<file path="src/hdl/sol_pkg.sv">
package sol_pkg;

  // Fixed field widths of the request and result items
  localparam int KEY_WIDTH     = 16;
  localparam int REQ_W         = 2;
  localparam int POS_W         = 7;
  localparam int COUNT_W       = 8;
  localparam int DEPTH_DEFAULT = 128;

  // Request codes; the fourth code is an unused no-op
  typedef enum logic [REQ_W-1:0] {
    REQ_INSERT = 2'd0,
    REQ_DELETE = 2'd1,
    REQ_FIND   = 2'd2
  } req_e;

  // Reordering policy on a find hit
  localparam logic POL_MTF       = 1'b0;
  localparam logic POL_TRANSPOSE = 1'b1;

  typedef struct packed {
    logic [REQ_W-1:0]     req_type;
    logic [KEY_WIDTH-1:0] key;
  } req_t;

  typedef struct packed {
    logic               found;
    logic [POS_W-1:0]   position;
    logic               overflow;
    logic [COUNT_W-1:0] list_count;
  } rsp_t;

  // Broadcast from the controller to every cell of the chain
  typedef struct packed {
    logic                 cmp;
    logic                 upd;
    logic [REQ_W-1:0]     op;
    logic                 policy;
    logic                 found;
    logic [KEY_WIDTH-1:0] key;
  } cell_ctrl_t;

endpackage

</file>
<file path="src/hdl/sol_scan.sv">
// First-match search over the registered compare bits of the chain
module sol_scan #(
  parameter int DEPTH = sol_pkg::DEPTH_DEFAULT,
  parameter int IDX_W = $clog2(DEPTH)
) (
  input  logic [DEPTH-1:0] match_i,
  output logic [DEPTH-1:0] pre_o,
  output logic [DEPTH-1:0] first_o,
  output logic             found_o,
  output logic [IDX_W-1:0] pos_o
);

  localparam int LVL = $clog2(DEPTH);

  logic [DEPTH-1:0] lvl [LVL+1];

  // Log-depth prefix OR: lvl[LVL][i] is set when any slot up to i matches
  always_comb begin
    lvl[0] = match_i;
    for (int l = 0; l < LVL; l++) begin
      lvl[l+1] = lvl[l] | (lvl[l] << (1 << l));
    end
  end

  assign pre_o   = lvl[LVL] << 1;
  assign first_o = match_i & ~pre_o;
  assign found_o = |match_i;

  // One-hot to index
  always_comb begin
    pos_o = '0;
    for (int i = 0; i < DEPTH; i++) begin
      if (first_o[i]) begin
        pos_o = pos_o | IDX_W'(i);
      end
    end
  end

endmodule

</file>
<file path="config.mk">
export PLATFORM = sky130hd
export DESIGN_NAME = sol_scan
export DESIGN_NICKNAME = d
export VERILOG_FILES = /design/src/hdl/sol_pkg.sv /design/src/hdl/sol_scan.sv
export SDC_FILE = /design/constraint.sdc
export NUM_CORES = 1
export LEC_CHECK = 0
export BUFFER_PORTS_ARGS = -buffer_cell sky130_fd_sc_hd__buf_2
export CAP_MARGIN = 20
export CELL_PAD_IN_SITES_DETAIL_PLACEMENT = 1
export CELL_PAD_IN_SITES_GLOBAL_PLACEMENT = 1
export CORE_AREA = 4 4 149 151
export DETAILED_ROUTE_END_ITERATION = 8
export DIE_AREA = 0 0 153 155
export PLACE_DENSITY_LB_ADDON = 0.1
export SLEW_MARGIN = 20
export SYNTH_ARGS = -nofsm -noshare
export SYNTH_HDL_FRONTEND = slang
export SYNTH_SLANG_ARGS = --single-unit
</file>
<file path="constraint.sdc">
create_clock -name vclk -period 4.8
set_clock_uncertainty 0.15 [all_clocks]
set_input_delay 0.24 -clock vclk [all_inputs]
set_output_delay 0.24 -clock vclk [all_outputs]
set_load 0.1 [all_outputs]
</file>
Word-level counts from Yosys, hierarchy flattened

Index checks and enable logic that the tools add are counted.

Bits in registers: 0
Bits in writable memories: 0
Memories: 0
Bits in read-only memories: 0
Bits in latches: 0
Logic and storage cells: 137

Divide/modulo/power cells: 0
Multipliers: 0
Bitwise gates (word level): 9
Muxes and demuxes: 127
Order comparisons: 0
Equality and inequality tests: 0
Shift operators: 0
Reduce and logical (&&, ||, !) cells: 1
Add/subtract/negate cells: 0

Operator list:

| operator            | count |
|---|---|
| $or A127 B127 Y127  | 7 |
| $mux W7             | 64 |
| $mux W6             | 32 |
| $and A128 B128 Y128 | 1 |
| $not A128 Y128      | 1 |
| $reduce_or A128 Y1  | 1 |
| $mux W5             | 16 |
| $mux W4             | 8 |
| $mux W3             | 4 |
| $mux W2             | 2 |
| $mux W1             | 1 |

Logic depth before layout (Yosys ltp)

Gate-level depths: netlist of run 1.

Depth after elaboration: 136
Gate-level depth with buffers: 15

Least setup slack after synthesis of run 1

OpenSTA, ideal clock, no wires.

Path type: input to output
From: input match_i[7]
To: output pos_o[3]
Required time: 4.410 ns
Setup slack: -1.824 ns
Arrival: 6.234 ns
Cell stages on the path: 8
Path buffers: 0
Cells stage by stage: nor4_1 > nand2_1 > nor4b_1 > a311oi_1 > o311ai_0 > nor4_1 > nand4_1 > or4_1

Word-level cells in the longest chain between the ends: 129

RTL lines:

| item                            | RTL line       | source |
|---|---|---|
| from (decl)                     | sol_scan.sv:6  | `input logic [DEPTH-1:0] match_i,` |
| $or A127 B127 Y127 (7 in a row) | sol_scan.sv:21 | `lvl[l+1] = lvl[l] \| (lvl[l] << (1 << l));` |
| via pre_o[8]                    | sol_scan.sv:7  | `output logic [DEPTH-1:0] pre_o,` |
| $not A128 Y128                  | sol_scan.sv:26 | `assign first_o = match_i & ~pre_o;` |
| $and A128 B128 Y128             | sol_scan.sv:26 |  |
| $mux W4 (8 in a row)            | sol_scan.sv:33 | `if (first_o[i]) begin` |
| $mux W5 (16 in a row)           | sol_scan.sv:33 |  |
| $mux W6 (32 in a row)           | sol_scan.sv:33 |  |
| $mux W7 (64 in a row)           | sol_scan.sv:33 |  |
| to (decl)                       | sol_scan.sv:10 | `output logic [IDX_W-1:0] pos_o` |

The timed path passes the listed nets, and every way through them passes these cells.

Final worst setup path of run 1

From: input match_i[81]
To: output pos_o[0]

Word-level cells in the longest chain between the ends: 54
Elaborated cells on any way between the ends: 56
Those cells by class: mux: 47; bitwise: 9

RTL lines:

| item                            | RTL line |
|---|---|
| $or A127 B127 Y127 (7 in a row) | sol_scan.sv:21 |
| $not A128 Y128                  | sol_scan.sv:26 |
| $and A128 B128 Y128 *           | sol_scan.sv:26 |
| $mux W7 (44 in a row)           | sol_scan.sv:33 |
| $mux W7 *                       | sol_scan.sv:33 |

Mark *: on every way between the ends. The rest lies on a longest branch, timed or not.

==> impl_metrics.ini, run 1 <==
[run_status]
outcome = complete, no violations

[worst_hold_path]
hp-class = in -> out

[layout]
regArea_sq_um = 0
nets = 1451
clkbuf_count = 0
layout_common_cells = 381 x buf_2, 115 x nor2_1, 101 x nand2_1
mostFrequentLayoutCell = buf_2
flops_and_latches = 0
layout-drive-gt1-share_pct = 40.50
diodes = 0
area.growth.synth_to_final_pct = 61.15
utilization_pct = 38.16

[place]
preCtsSetupSlack_ps = 548.7
port_buffers = 391
routabilityCongestion = 1.041
hpwl_mm = 41.49

[power]
p_total_uw = 301.1
leakage_uw = 0.003606
p_sw_uw = 217.3
ir_worst_vdd_mv = 0.01891
power.share.clock_pct = 0
seqPwrFrac_pct = 0
pwr-share-comb_pct = 100.0
switching_share_pct = 72.17
power_density_nw_per_um2 = 37.89
internal_power_uw = 83.80

[yosys]
synth_top_area_share_pct = 11.16
synth_area_leader_cell = nor4_1
syn_inst = 896
ys_types = 65
seq_area_frac_synth_pct = 0
synth_nets = 1024
yosysWarnings = 0
synthTopCellsByArea = nor4_1 11%, nor2_1 9.6%, nand4_1 8.2%
syn_avg_cell_area_sq_um = 5.503
synth_area_sq_um = 4931

[detailed_routing]
routed_via_density = 6.144
drtPass1Iterations = 5
wl_per_cell_um = 29.77
num_vias = 9806
wl_mm = 47.51
drtAntennaViolNets = 0
route.detailed.drc = 0
drt_iter0_drc = 1042

[sta]
rsz0062_at_grt = false
setup_viol = 0
worst_pin_slew_ps = 1068
max_slew_margin_pct = 28.62
hold_viol = 0
period_needed_ps = 4466
layout_setup_ws_ps = 333.8
fmax_mhz = 223.9
fin_crit_sh_pct = 93.05
drv_slew = 0
fin_hold_ws_ps = 771.0

[critical_path]
cp_data_arrival_time_ps = 4080
start_kind = input pin
endpoint_kind = output pin
cp_data_required_time_ps = 4410
path_class = in -> out
cp_max_fo = 10

[global_routing]
grt_pass1_wl_mm = 67.85
gr-total-overflow = 0
grt_max_degree = 20
antenna_found_initial = 0
grtUsageTotal_pct = 37.32
grt_pass1_vias = 9786

[die]
ioPinCount = 392
fp.dieW_um = 153
initial_core_util_pct = 23.68
die_area_sq_um = 23720
row_count = 53
core_sq_um = 20820
die_y_um = 155

[clock_tree]
hold_buffers = 0
cts_resized = 0
post_cts_buffers = 0

[flow_run]
cap_violations = 0
final cells by class:
type	instances	area (sq um)
Timing Repair Buffer	451	2557
Fill cell	2949	12880
Inverter	96	375.4
Multi-Input combinational cell	774	4669
Tap cell	275	344.1
logic make-up (layout without fill, tap and decap cells):
kind of cell | count (synthesis) | count (layout) | synth area share [%]
buffers and inverters | 122 | 547 | 10.25
AND/OR/NAND/NOR | 708 | 708 | 79.83
other | 1 | 1 | 0.07605
AO/OA/AOI/OAI | 65 | 65 | 9.846
worst paths after layout:
| kind | startpoint | endpoint | slack, ps | depth (start not counted) |
|---|---|---|---|---|
| setup / recovery | match_i[81] | pos_o[0] | 330 | 13 |
| hold / removal | match_i[0] | first_o[0] | 770 | 2 |
power groups by stage:
stage | clock [uW] | combinational [uW] | sequential, uW
floorplan | 0 | 117 | 0
global placement | 0 | 289 | 0
detailed placement | 0 | 290 | 0
CTS | 0 | 291 | 0
global route | 0 | 314 | 0
finish | 0 | 301 | 0
critical path: stages:
cell	delay, ps
buf_2	160
nor4_1	810
nand4_1	420
nor4_1	510
buf_4	230
nand2_1	210
nor2_2	260
inv_2	140
nor4_2	210
a2111oi_1	240
nand4_1	210
or4_1	220
buf_12	200
layer usage:
layer  global-route usage, %  share of wire [%]  vias to the layer above
li1                        -                  -                     4252
met1                   48.67                 41                     4757
met2                   62.23                 46                      699
met3                   7.010                9.5                       98
met4                   12.35                3.8                        0
met5                       0                  0                        -
synthesized netlist by cell type, drive strengths merged, types with 4 or more instances:
master and number:
nand2 102, nor3b 10, nor3 73, o211ai 4, and3 37, nand2b 10
or3 26, o2111ai 6, nand3b 10, nor4b 4, o22ai 4, nand4 67
nand3 61, nand4b 13, nor4 97, a21oi 7, clkbuf 9, or4 17
and2 16, or2 15, a31oi 7, buf 17, nor2 130, o21ai 7
inv 95, and4 10, o32ai 5
stage by stage:
| step | std cells | TNS (ps) | instance area (sq um) |
|---|---|---|---|
| 3_5_place_dp | 1596 | 0 | 7946 |
| 2_1_floorplan | 896 | -588.1 | 5177 |
| 6_report | 1596 | 0 | 7946 |
| 4_1_cts | 1596 | 0 | 7946 |
| 5_1_grt | 1596 | 0 | 7946 |
| 3_3_place_gp | 1596 | 0 | 7945 |
No activity file was read; power rests on OpenSTA's default activity.
==> run 2: changes to the inputs <==
--- a/config.mk
+++ b/config.mk
@@ -12,7 +12,7 @@
 export CORE_AREA = 4 4 149 151
 export DETAILED_ROUTE_END_ITERATION = 8
 export DIE_AREA = 0 0 153 155
-export PLACE_DENSITY_LB_ADDON = 0.1
+export PLACE_DENSITY_LB_ADDON = 0.12
 export SLEW_MARGIN = 20
 export SYNTH_ARGS = -nofsm -noshare
 export SYNTH_HDL_FRONTEND = slang
==> impl_metrics.ini, run 2 (synthesis results as in run 1) <==
[layout]
nets = 1461
clkbuf_count = 0
layout_common_cells = 380 x buf_2, 115 x nor2_1, 101 x nand2_1
multi_input_area_sq_um = 4669
final_cell_area_sq_um = 8039
regArea_sq_um = 0
flops_and_latches = 0
fillers = 2908
mostFrequentLayoutCell = buf_2
area.growth.synth_to_final_pct = 63.03
layout-drive-gt1-share_pct = 40.95

[clock_tree]
hold_buffers = 0
post_cts_buffers = 0
cts_resized = 0

[place]
port_buffers = 391
routabilityCongestion = 1.012
hpwl_mm = 41.75
placed_area_sq_um = 8036

[detailed_routing]
highest_layer = met4
routed_via_density = 6.184
wl_per_cell_um = 29.53
drtAntennaViolNets = 0
drtPass1Iterations = 5
drt_iter0_drc = 1111
wl_met2_mm = 21.97
wl_mm = 47.46
num_vias = 9938
met3WireLength_mm = 4.609
drt-met1-wl_mm = 18.81
route.detailed.drc = 0

[global_routing]
grtUsageTotal_pct = 37.37
gr-total-overflow = 0
grt_pass1_vias = 9857
grt_max_degree = 20
grt_pass1_wl_mm = 67.97
antenna_found_initial = 1

[die]
row_count = 53
die_area_sq_um = 23720
initial_core_util_pct = 23.68
core_sq_um = 20820
ioPinCount = 392
die_y_um = 155
fp.dieW_um = 153

[power]
leakage_uw = 0.003660
ir_worst_vdd_mv = 0.02116
power_density_nw_per_um2 = 37.24

[critical_path]
endpoint_kind = output pin
path_class = in -> out
cp-startpoint = match_i[56]
cp_max_fo = 13
crit_end = pos_o[0]
cp_data_required_time_ps = 4410
start_kind = input pin
cp_data_arrival_time_ps = 3970

[sta]
setup_viol = 0
fmax_mhz = 229.5
rsz0062_at_grt = false
max_slew_margin_pct = 27.49
fin_hold_ws_ps = 772.3
worst_pin_slew_ps = 1085
hold_viol = 0
fin_tns_setup_ps = 0
fin_crit_sh_pct = 90.79
drv_slew = 0
period_needed_ps = 4358

[run_status]
outcome = complete, no violations

[flow_run]
cap_violations = 0

[worst_hold_path]
hp-class = in -> out
hold_start = match_i[0]
## run 2: cell count changes in the layout (fill, tap and decap cells not counted)
cell / previous run / this run
buf_4: 60 / 70
buf_12: 10 / 11
buf_2: 381 / 380
diode_2: 0 / 1
## run 2: per-layer routing
metal	up-vias	GRT usage (%)
met2	725	63.33
li1	4283	-
met1	4804	47.79
met4	0	12.56
met3	126	7.121
met5	-	0
## run 2: layout make-up
cell class / count / area share (%)
multi-input cells: 774 / 58.09
repair buffers: 461 / 32.93
inverters: 96 / 4.669
well taps: 275 / 4.280
diodes: 1 / 0.03113
## run 2: worst min-delay path by stage
| stage | end | cells past startpoint |
|---|---|---|
| floorplan | first_o[10] | 1 |
| global placement | pre_o[1] | 2 |
| detailed placement | first_o[0] | 2 |
| CTS | first_o[0] | 2 |
| global route | first_o[0] | 2 |
| finish | first_o[0] | 2 |
## run 2: power breakdown
group	switching [uW]	internal [uW]	leakage, uW
Sequential	0	0	0
Combinational	214	85.0	0.00366
Clock	0	0.0000000000000000100	0.00000000327
Total	214	85.0	0.00366
## run 2: through the flow
| stage | total power (uW) | util, % | setup slack, ps | std cells |
|---|---|---|---|---|
| 3_5_place_dp | 288.9 | 38.60 | 587.8 | 1606 |
| 6_report | 299.4 | 38.61 | 441.9 | 1607 |
| 3_3_place_gp | 291.1 | 38.59 | 355.1 | 1606 |
| 2_1_floorplan | 117.1 | - | -336.0 | 896 |
| 5_1_grt | 312.6 | 38.60 | 259.9 | 1606 |
| 4_1_cts | 290.0 | 38.60 | 578.0 | 1606 |
## run 2: worst max-delay path, cell delays in order
cell       delay [ps]
buf_2             140
nor4_1            880
nand4_1           260
or4_4             580
nor2_1            370
inv_2             230
nor2_4            210
inv_1             100
o2111ai_1         350
a2111oi_0         130
nand4b_1          120
or4_1             160
buf_12            180
