--- src/hdl/sol_pkg.sv ---
package sol_pkg;

  // Fixed field widths of the request and result items
  localparam int KEY_WIDTH     = 16;
  localparam int REQ_W         = 2;
  localparam int POS_W         = 7;
  localparam int COUNT_W       = 8;
  localparam int DEPTH_DEFAULT = 128;

  // Request codes; the fourth code is an unused no-op
  typedef enum logic [REQ_W-1:0] {
    REQ_INSERT = 2'd0,
    REQ_DELETE = 2'd1,
    REQ_FIND   = 2'd2
  } req_e;

  // Reordering policy on a find hit
  localparam logic POL_MTF       = 1'b0;
  localparam logic POL_TRANSPOSE = 1'b1;

  typedef struct packed {
    logic [REQ_W-1:0]     req_type;
    logic [KEY_WIDTH-1:0] key;
  } req_t;

  typedef struct packed {
    logic               found;
    logic [POS_W-1:0]   position;
    logic               overflow;
    logic [COUNT_W-1:0] list_count;
  } rsp_t;

  // Broadcast from the controller to every cell of the chain
  typedef struct packed {
    logic                 cmp;
    logic                 upd;
    logic [REQ_W-1:0]     op;
    logic                 policy;
    logic                 found;
    logic [KEY_WIDTH-1:0] key;
  } cell_ctrl_t;

endpackage

--- src/hdl/sol_cell.sv ---
// One slot of the list: holds a key, its occupancy and the registered compare
module sol_cell (
  input  logic                          clk_i,
  input  logic                          rst_ni,
  input  sol_pkg::cell_ctrl_t           ctrl_i,
  input  logic [sol_pkg::KEY_WIDTH-1:0] prev_entry_i,
  input  logic                          prev_valid_i,
  input  logic [sol_pkg::KEY_WIDTH-1:0] next_entry_i,
  input  logic                          next_valid_i,
  input  logic                          pre_i,
  input  logic                          first_i,
  input  logic                          first_next_i,
  output logic [sol_pkg::KEY_WIDTH-1:0] entry_o,
  output logic                          valid_o,
  output logic                          match_o
);

  logic [sol_pkg::KEY_WIDTH-1:0] entry_q, entry_d;
  logic                          valid_q, valid_d;
  logic                          match_q, match_d;

  // Compare while cmp is set; shift, swap or load while upd is set
  always_comb begin
    entry_d = entry_q;
    valid_d = valid_q;
    match_d = match_q;
    if (ctrl_i.cmp) begin
      match_d = valid_q && (entry_q == ctrl_i.key);
    end
    if (ctrl_i.upd) begin
      case (ctrl_i.op)
        sol_pkg::REQ_INSERT: begin
          // tail slot: first empty one behind an occupied one
          if (!valid_q && prev_valid_i) begin
            entry_d = ctrl_i.key;
            valid_d = 1'b1;
          end
        end
        sol_pkg::REQ_DELETE: begin
          // at or behind the hit, pull from the successor
          if (pre_i || first_i) begin
            entry_d = next_entry_i;
            valid_d = next_valid_i;
          end
        end
        sol_pkg::REQ_FIND: begin
          if (ctrl_i.policy == sol_pkg::POL_MTF) begin
            // up to and including the hit, shift back by one
            if (ctrl_i.found && !pre_i) begin
              entry_d = prev_entry_i;
            end
          end else begin
            // swap the hit with its predecessor
            if (first_i) begin
              entry_d = prev_entry_i;
            end else if (first_next_i) begin
              entry_d = ctrl_i.key;
            end
          end
        end
        default: ;
      endcase
    end
  end

  always_ff @(posedge clk_i or negedge rst_ni) begin
    if (!rst_ni) begin
      valid_q <= 1'b0;
      match_q <= 1'b0;
    end else begin
      valid_q <= valid_d;
      match_q <= match_d;
    end
  end

  always_ff @(posedge clk_i) begin
    entry_q <= entry_d;
  end

  assign entry_o = entry_q;
  assign valid_o = valid_q;
  assign match_o = match_q;

endmodule

--- config.mk ---
export PLATFORM = sky130hd
export DESIGN_NAME = sol_cell
export DESIGN_NICKNAME = d
export VERILOG_FILES = /design/src/hdl/sol_pkg.sv /design/src/hdl/sol_cell.sv
export SDC_FILE = /design/constraint.sdc
export NUM_CORES = 1
export LEC_CHECK = 0
export ABC_CLOCK_PERIOD_IN_PS = 4100
export BUFFER_PORTS_ARGS = -buffer_cell sky130_fd_sc_hd__buf_2
export CORE_MARGIN = 2
export CORE_UTILIZATION = 45
export CTS_CLUSTER_SIZE = 28
export DETAILED_ROUTE_END_ITERATION = 8
export MAX_ROUTING_LAYER = met4
export PLACE_DENSITY_LB_ADDON = 0.1
export SLEW_MARGIN = 15
export SYNTH_ARGS = -nofsm -noshare
export SYNTH_HDL_FRONTEND = slang
export SYNTH_SLANG_ARGS = --single-unit
--- constraint.sdc ---
create_clock -name clk_i -period 4.1 [get_ports clk_i]
set_clock_uncertainty 0.15 [all_clocks]
set_input_delay 0.615 -clock clk_i [delete_from_list [all_inputs] [get_ports clk_i]]
set_output_delay 0.615 -clock clk_i [all_outputs]
set_load 0.05 [all_outputs]
## Word-level counts from Yosys, hierarchy flattened

Index checks and enable logic that the tools add are counted.

- Bits in registers: 18
- Input bits: 61
- Output and inout port bits: 18
- Logic and storage cells: 31

- Equal/unequal tests: 7
- Muxes and demuxes: 10
- Reductions and logical operators: 11

Operators by type and width:

| operator | count |
|---|---|
| $mux W16 | 6 |
| $pmux W16 S3 | 1 |
| $eq A16 B16 Y1 | 1 |
| $reduce_and A6 Y1 | 1 |
| $ne A2 B2 Y1 const B | 2 |
| $ne A4 B4 Y1 const B | 1 |
| $reduce_and A4 Y1 | 1 |
| $logic_and A1 B1 Y1 | 3 |
| $ne A3 B3 Y1 const B | 1 |
| $reduce_bool A3 Y1 | 1 |
| $eq A2 B1 Y1 const B | 1 |
| $eq A2 B2 Y1 const B | 1 |
| $logic_not A1 Y1 | 2 |
| $logic_not A2 Y1 | 1 |
| $mux W1 | 2 |
| $pmux W1 S2 | 1 |
| $reduce_bool A2 Y1 | 1 |
| $logic_or A1 B1 Y1 | 1 |

## Logic depth before layout (Yosys ltp)

Gate-level depths: netlist of run 1.

- Depth after elaboration: 5
- Gate-level depth with buffers: 6
- Gate-level depth less buffers: 5

## Worst setup path before layout of run 1

No wires, ideal clock.

- Path kind: input -> register
- Start: in ctrl_i[19] (netlist bit)
- End: reg entry_q, in the netlist entry_o[0], enable pin
- Library setup time: 0.374 ns
- Arrival: 1.726 ns
- Data required time: 3.576 ns
- Slack: 1.851 ns
- Stages: 5
- Path buffers: 1
- Cells stage by stage: inv_1 -> ha_1 -> buf_4 -> a221oi_2 -> and2_1

- Word-level cells in the longest chain between the ends: 3
- Elaborated cells on any way between the ends: 9
- Classes of those cells: eq/ne (6); reduce/logical (3)

RTL lines:

| item | line | text |
|---|---|---|
| start: declaration | sol_cell.sv:5 | `input sol_pkg::cell_ctrl_t ctrl_i,` |
| $eq A2 B2 Y1 (tied with other cells) | sol_cell.sv:31 | `case (ctrl_i.op)` |
| $ne A4 B4 Y1 (no source line) (tied with other cells) | -- |  |
| $reduce_and A6 Y1 (no source line) (*) | -- |  |
| end signal: assignment | sol_cell.sv:77 | `entry_q <= entry_d;` |
| end: declaration | sol_cell.sv:18 | `logic [sol_pkg::KEY_WIDTH-1:0] entry_q, entry_d;` |

Every way passes the cells marked *; elsewhere a longest branch is shown, timed or not.
A chain may end at the register's enable or synchronous reset.

## Worst setup path in the final report of run 1

- Start: in ctrl_i[19] (netlist bit)
- End: reg entry_q, in the netlist entry_o[3], enable pin

Same word-level chain as after synthesis.

==> metrics, run 1 <==
largest family of logic cells by synthesized area=compound AO/OA/AOI/OAI gates; Min Hold Slack=about 0.38 ns; Post-synth EDFFs=16; adder-cell share of the synthesized area=0.0412; setup TNS=0 ns; number of CTS-inserted buffers=3; count leader, synth=a22o_1; vias in the first global route=~1,000; Worst slew margin=0.522; Sw Pwr=164 uW; Seq cells post-synth=18; worst reg2reg path depth=3; Reg2Reg Setup Slack=2.08 ns; Hold Path End=match_o; H-tree depth=1; minimum clock period=around 2.4 ns; sequential area share after synthesis=0.436; R2R Path Start=valid_o; mux contribution to synthesized area=0; Layout area overhead=35.3%; pwr dens=roughly 310 nW/um2; largest net degree at the start of global routing=20; final antenna-violating net count=0; Pleak=roughly 0.0008 uW; Nets=approximately 250; Synth area leaders=edfxtp_1 (40%), a22o_1 (18%), xor2_1 (11%); vias per cell=approximately 5.3; maxcap violations=0; ys async rst share=0.111; clk buf depth=2; post-synth cell types=27; total gr overflow=0; Die Width=about 56 um; startpoint types=input port; Simple-Gate Fraction of Synth Area=0.0576; Compound-Gate Fraction of Synth Area=0.291; CP arrival=about 2.2 ns; Max Slew Vio Count=0; Inst Count DP=205; die area=~3100 um2; detailed-placement wirelength estimate=around 2.4 mm; diodes inserted=0; GPL Wtd Cong=approximately 0.77; dominant cell type by area after synthesis=edfxtp_1; Die H=~56 um; VDD IR max=0.000227 V; cell depth of the worst hold path=2; WL per Instance=about 14 um; fmax=~0.4 GHz; Final setup viols=0; synthesized net count=between 150 and 200; gr usage total=0.189; clk slew on worst S/H paths=around 0.11 ns; Final period util=0.597; DRC Markers=0; initial antenna violation count=0; Crit Path Max Fanout=19; critical path class=input port to flop; Final Hold Viols=0; predominant post-synthesis flop cell=edfxtp_1; Finished Layout Cells=210; num rows=18; starting density of the core=0.482; clock sinks=18; Worst R2R End=entry_o[3]; # IOs=79; Post-Syn Instances=approximately 100; share of power burned in registers=0.452; Comb power frac=0.333; RSZ-0062 raised after global routing=no; Slew @ Worst Pin=between 0.7 and 0.8 ns; top cell type's share of synthesized area=0.395; layout cells sized above 1=0.517; port buffer count=78; initial drt markers=25; clk_lat worst skew=around 0.29 ns; via count=1,117; worst hold path type=input port to flop; Setup crit end kind=flop; Worst Min Path Start=ctrl_i[21]; CTS tree=yes; post_cts resized=0; Mapped Area=1220 um2; drt first pass iters=4; core region area=~2500 um2; Required @ worst endpoint=between 3 and 4 ns; CTS root buffer=clkbuf_4; DRT Wirelength=roughly 3.0 mm; Syn. warnings=0; Avg Inst Size Synth=11.8 um2; Post-synth top cells=a22o_1 (25), edfxtp_1 (16), xor2_1 (15), a22o_2 (7), inv_1 (6); switching share of power=0.325; outcome=completed; # fillers=between 200 and 250; internal power=around 340 uW; clock network fraction of total power=0.215; area share of xor/xnor cells in the synthesized design=0.115; global-route wire length before repair=4.55 mm
## through the flow
step           total power, uW  area, um2  setup slack, ns   util
2_1_floorplan              344       1220             1.85      -
3_5_place_dp               399       1600             1.33  0.634
5_1_grt                    524       1650             1.54  0.652
6_report                   503       1650             1.65  0.652
3_3_place_gp               395       1600             1.41  0.634
4_1_cts                    505       1650             1.64  0.652
## cell families after synthesis
family	after synthesis
and+or+nand+nor	13
AOI/OAI and AO/OA	39
DFF	18
xor gates and xnor gates	16
buffers and inverters	13
adders and majority gates	4
## power by group through the flow
| stage | Combinational (uW) | Sequential, uW | Clock [uW] |
|---|---|---|---|
| finish | 168 | 227 | 108 |
| global route | 180 | 229 | 115 |
| CTS | 169 | 227 | 108 |
| detailed placement | 168 | 232 | 0 |
| global placement | 164 | 231 | 0 |
| floorplan | 69.6 | 274 | 0 |
## final cells by class
class	instances	area (um2)	share of cell area
Sequential cell	18	531	0.322
Timing Repair Buffer	79	400	0.243
Clock buffer	4	36.3	0.0221
Tap cell	30	37.5	0.0228
Multi-Input combinational cell	72	614	0.373
Inverter	7	26.3	0.0160
## worst max-delay path by stage
| stage | startpoint | to |
|---|---|---|
| floorplan | ctrl_i[19] | entry_o[0] |
| finish | ctrl_i[19] | entry_o[3] |
| detailed placement | ctrl_i[19] | entry_o[13] |
| global route | ctrl_i[19] | entry_o[9] |
| CTS | ctrl_i[19] | entry_o[13] |
| global placement | ctrl_i[19] | entry_o[13] |
## layer usage
| layer | global-route usage | part of all wire | vias up |
|---|---|---|---|
| li1 | - | - | 558 |
| met1 | 0.253 | 0.44 | 511 |
| met2 | 0.311 | 0.50 | 46 |
| met3 | 0.0209 | 0.062 | 2 |
| met4 | 0.0408 | 0.0047 | 0 |
| met5 | - | 0 | - |
## worst max-delay path, cell delays in order
cell	delay (ns)
buf_2	0.10
inv_1	0.05
ha_1	0.41
a221oi_2	0.39
and2_1	0.64
## layout by cell type (no fill, tap or decap), drive strengths merged, types with 3 or more instances in the layout
cell    count
buf        78
a22o       32
edfxtp     16
xor2       15
inv         7
ha          4
clkbuf      4
nor4        3
## timing repair
item                      CTS  global route
hold endpoints to repair    2             0
buffers inserted            0             0
hold buffers                1             0
## registers in the layout, indices dropped and copies added (netlist names)
name and count:
entry_o 16, match_o 1, valid_o 1
No activity file was read; power rests on OpenSTA's default activity.
==> run 2: changes to the inputs <==
--- a/config.mk
+++ b/config.mk
@@ -5,10 +5,11 @@
 export SDC_FILE = /design/constraint.sdc
 export NUM_CORES = 1
 export LEC_CHECK = 0
-export ABC_CLOCK_PERIOD_IN_PS = 4100
+export ABC_AREA = 1
+export ABC_CLOCK_PERIOD_IN_PS = 2500
 export BUFFER_PORTS_ARGS = -buffer_cell sky130_fd_sc_hd__buf_2
 export CORE_MARGIN = 2
-export CORE_UTILIZATION = 45
+export CORE_UTILIZATION = 44
 export CTS_CLUSTER_SIZE = 28
 export DETAILED_ROUTE_END_ITERATION = 8
 export MAX_ROUTING_LAYER = met4
==> constraint.sdc (replaced) <==
create_clock -name clk_i -period 2.5 [get_ports clk_i]
set_clock_uncertainty 0.15 [all_clocks]
set_input_delay 0.375 -clock clk_i [delete_from_list [all_inputs] [get_ports clk_i]]
set_output_delay 0.375 -clock clk_i [all_outputs]
set_load 0.05 [all_outputs]
==> metrics, run 2 <==
most frequent cells in the layout=buf_2 (78), nand2_1 (50), inv_1 (28), nor2_1 (25), edfxtp_1 (16); Post-synth EDFFs=16 (unchanged); Syn. warnings=0 (unchanged); area share of xor/xnor cells in the synthesized design=0.0259 (-0.0893); critical path buffer and inverter count=3 (+1); dpl cell area=1770 um2 (+10%); Final Hold Viols=0 (unchanged); FF+latch area=531 um2 (unchanged); maxcap violations=0 (unchanged); post-synth cell types=21 (-22%); Reg2Reg Setup Slack=1.01 ns (-1.07 ns); Synth area leaders=edfxtp_1 (36%), nand2_1 (14%), inv_1 (7.8%); Setup crit end kind=flop; vias in the first global route=1,235 (+18%); post_cts resized=0 (unchanged); drt first pass iters=4 (unchanged); predominant post-synthesis flop cell=edfxtp_1; Mapped Area=1350 um2 (+11%); CP arrival=1.52 ns (-0.70 ns); port buffer count=78 (unchanged); mux contribution to synthesized area=0 (unchanged); layout cells sized above 1=0.343 (-0.173); area of the multi-input gates=654 um2 (+6.5%); CTS root buffer=clkbuf_4; final antenna-violating net count=0 (unchanged); detailed-placement wirelength estimate=2.68 mm (+12%); slowest stage cell, crit path=ha_1; pwr dens=471 nW/um2 (+54%); crit path cell chain=buf_2 -> inv_1 -> ha_1 -> a21oi_1 -> o21ai_0 -> nor2_1 -> buf_4; gr usage total=0.204 (+0.0149); Seq cells post-synth=18 (unchanged); adder-cell share of the synthesized area=0.0370 (-0.00415); initial drt markers=65 (+160%); count leader, synth=nand2_1; setup TNS=0 ns (unchanged); num rows=20 (+2); H-tree depth=1 (unchanged); ys async rst share=0.111 (unchanged); number of CTS-inserted buffers=3 (unchanged); Max Slew Vio Count=0 (unchanged); Slew @ Worst Pin=0.515 ns (-0.202 ns); sequential area share after synthesis=0.392 (-0.0440); clk buf depth=2 (unchanged); Inst Count DP=296 (+44%); starting density of the core=0.454 (-0.0279); largest family of logic cells by synthesized area=simple AND/OR/NAND/NOR gates; Worst slew margin=0.656 (+0.134); via count=1,448 (+30%); largest net degree at the start of global routing=19 (-5.0%); Setup Fix Bufs, Post-CTS=0 (unchanged); Die H=59.4 um (+6.2%); clock sinks=18 (unchanged); fmax=0.600 GHz; Final setup viols=0 (unchanged); diodes inserted=0 (unchanged); RSZ-0062 raised after global routing=no; GPL Wtd Cong=0.796 (+3.4%); most common cell after layout, fill and taps aside=buf_2; synthesized net count=253 (+51%); clk_lat worst skew=0.28 ns (about the same); worst hold path type=input port to flop; DRT Wirelength=3.40 mm (+14%); outcome=completed; VDD IR max=0.000199 V (-13%); total gr overflow=0 (unchanged); Crit Path Max Fanout=10 (-9); DRC Markers=0 (unchanged); Final period util=0.667; die area=3530 um2 (+13%); minimum clock period=between 1.5 and 2 ns; dominant cell type by area after synthesis=edfxtp_1; Required @ worst endpoint=2.35 ns (-1.52 ns); top cell type's share of synthesized area=0.355 (-0.0398); Nets=334 (+36%); Layout area overhead=34.0%; Compound-Gate Fraction of Synth Area=0.173 (-0.118); critical path class=input port to flop; Simple-Gate Fraction of Synth Area=0.248 (+0.190); Die Width=59.4 um (+6.2%); # fillers=308 (+34%); core region area=2980 um2 (+18%); Avg Inst Size Synth=7.19 um2 (-39%); max FFs per register=16 (unchanged); Post-synth top cells=nand2_1 (50), inv_1 (28), nor2_1 (25), edfxtp_1 (16), a21oi_1 (15); post-route cell area=1810 um2 (+10%); WL per Instance=11.3 um (-20%); CTS Hold Bufs=1 (unchanged); global-route wire length before repair=5.37 mm (+18%); Crit path largest cell delay=0.34 ns (-0.30 ns); CTS tree=yes; vias per cell=4.81 (-9.6%); Finished Layout Cells=301 (+43%); delay-heaviest family, CP=buffers and inverters; Pleak=0.000969 uW (+22%); startpoint types=input port; # IOs=79 (unchanged); Post-Syn Instances=188 (+83%); initial antenna violation count=0 (unchanged); clk slew on worst S/H paths=0.10 ns (about the same)
run 2: cell types whose count changed in the layout (fill, tap and decap cells not counted), sizes merged, moves of 10 or more:
cell,previous run,this run
xor2,15,2
a21oi,0,15
nor2,2,25
nand2,2,53
o22ai,1,11
a22o,32,0
inv,7,31
run 2: layout make-up:
cell class | instances | share of cell area
Multi-Input combinational cell | 132 | 0.361
Sequential cell | 18 | 0.293
Timing Repair Buffer | 83 | 0.238
Inverter | 31 | 0.0656
Tap cell | 33 | 0.0228
Clock buffer | 4 | 0.0200
run 2: power breakdown:
| group | switching (uW) | internal (uW) |
|---|---|---|
| logic | 201 | 105 |
| clock network | 82.5 | 88.6 |
| registers | 15.2 | 362 |
run 2: path summary, 6_finish.rpt:
kind | from | endpoint | cells after the start
max | ctrl_i[18] | entry_o[1] | 7
min | next_valid_i | valid_o | 3
max reg2reg | valid_o | entry_o[1] | 6
min reg2reg | match_o | match_o | 2
max in group asynchronous | rst_ni | valid_o | 2
min in group asynchronous | rst_ni | match_o | 2
run 2: cell families (layout without fill, tap and decap cells):
| family | count (synthesis) | in the layout |
|---|---|---|
| adder cells (fa/ha/maj) | 4 | 4 |
| AO/OA/AOI/OAI | 41 | 41 |
| buffers and inverters | 38 | 118 |
| AND/OR/NAND/NOR | 83 | 83 |
| XOR/XNOR | 4 | 4 |
| flip-flops | 18 | 18 |
run 2: routing by layer:
layer | share of wire | GRT usage | vias to the layer above | wire length, um
met5 | 0 | - | - | 0
li1 | - | - | 767 | -
met1 | 0.45 | 0.275 | 627 | 1540
met3 | 0.070 | 0.0218 | 2 | 237
met2 | 0.47 | 0.328 | 52 | 1610
met4 | 0.0029 | 0.0487 | 0 | 10
run 2: worst register-to-register path, delay by kind of cell, from the launching register on:
| kind | cells | cell delay (ns) |
|---|---|---|
| DFF | 1 | 0.38 |
| and+or+nand+nor | 4 | 0.37 |
| buffers and inverters | 2 | 0.29 |
run 2: per-stage QoR:
| stage | util | power, uW | hold slack [ns] | setup WS, ns |
|---|---|---|---|---|
| after floorplan | - | 590 | -0.0706 | 0.148 |
| after global placement | 0.593 | 689 | 0.0104 | 0.594 |
| after detailed placement | 0.593 | 690 | 0.0102 | 0.545 |
| after CTS | 0.608 | 863 | 0.156 | 0.861 |
| after global routing | 0.608 | 904 | 0.187 | 0.763 |
| final | 0.608 | 854 | 0.164 | 0.834 |
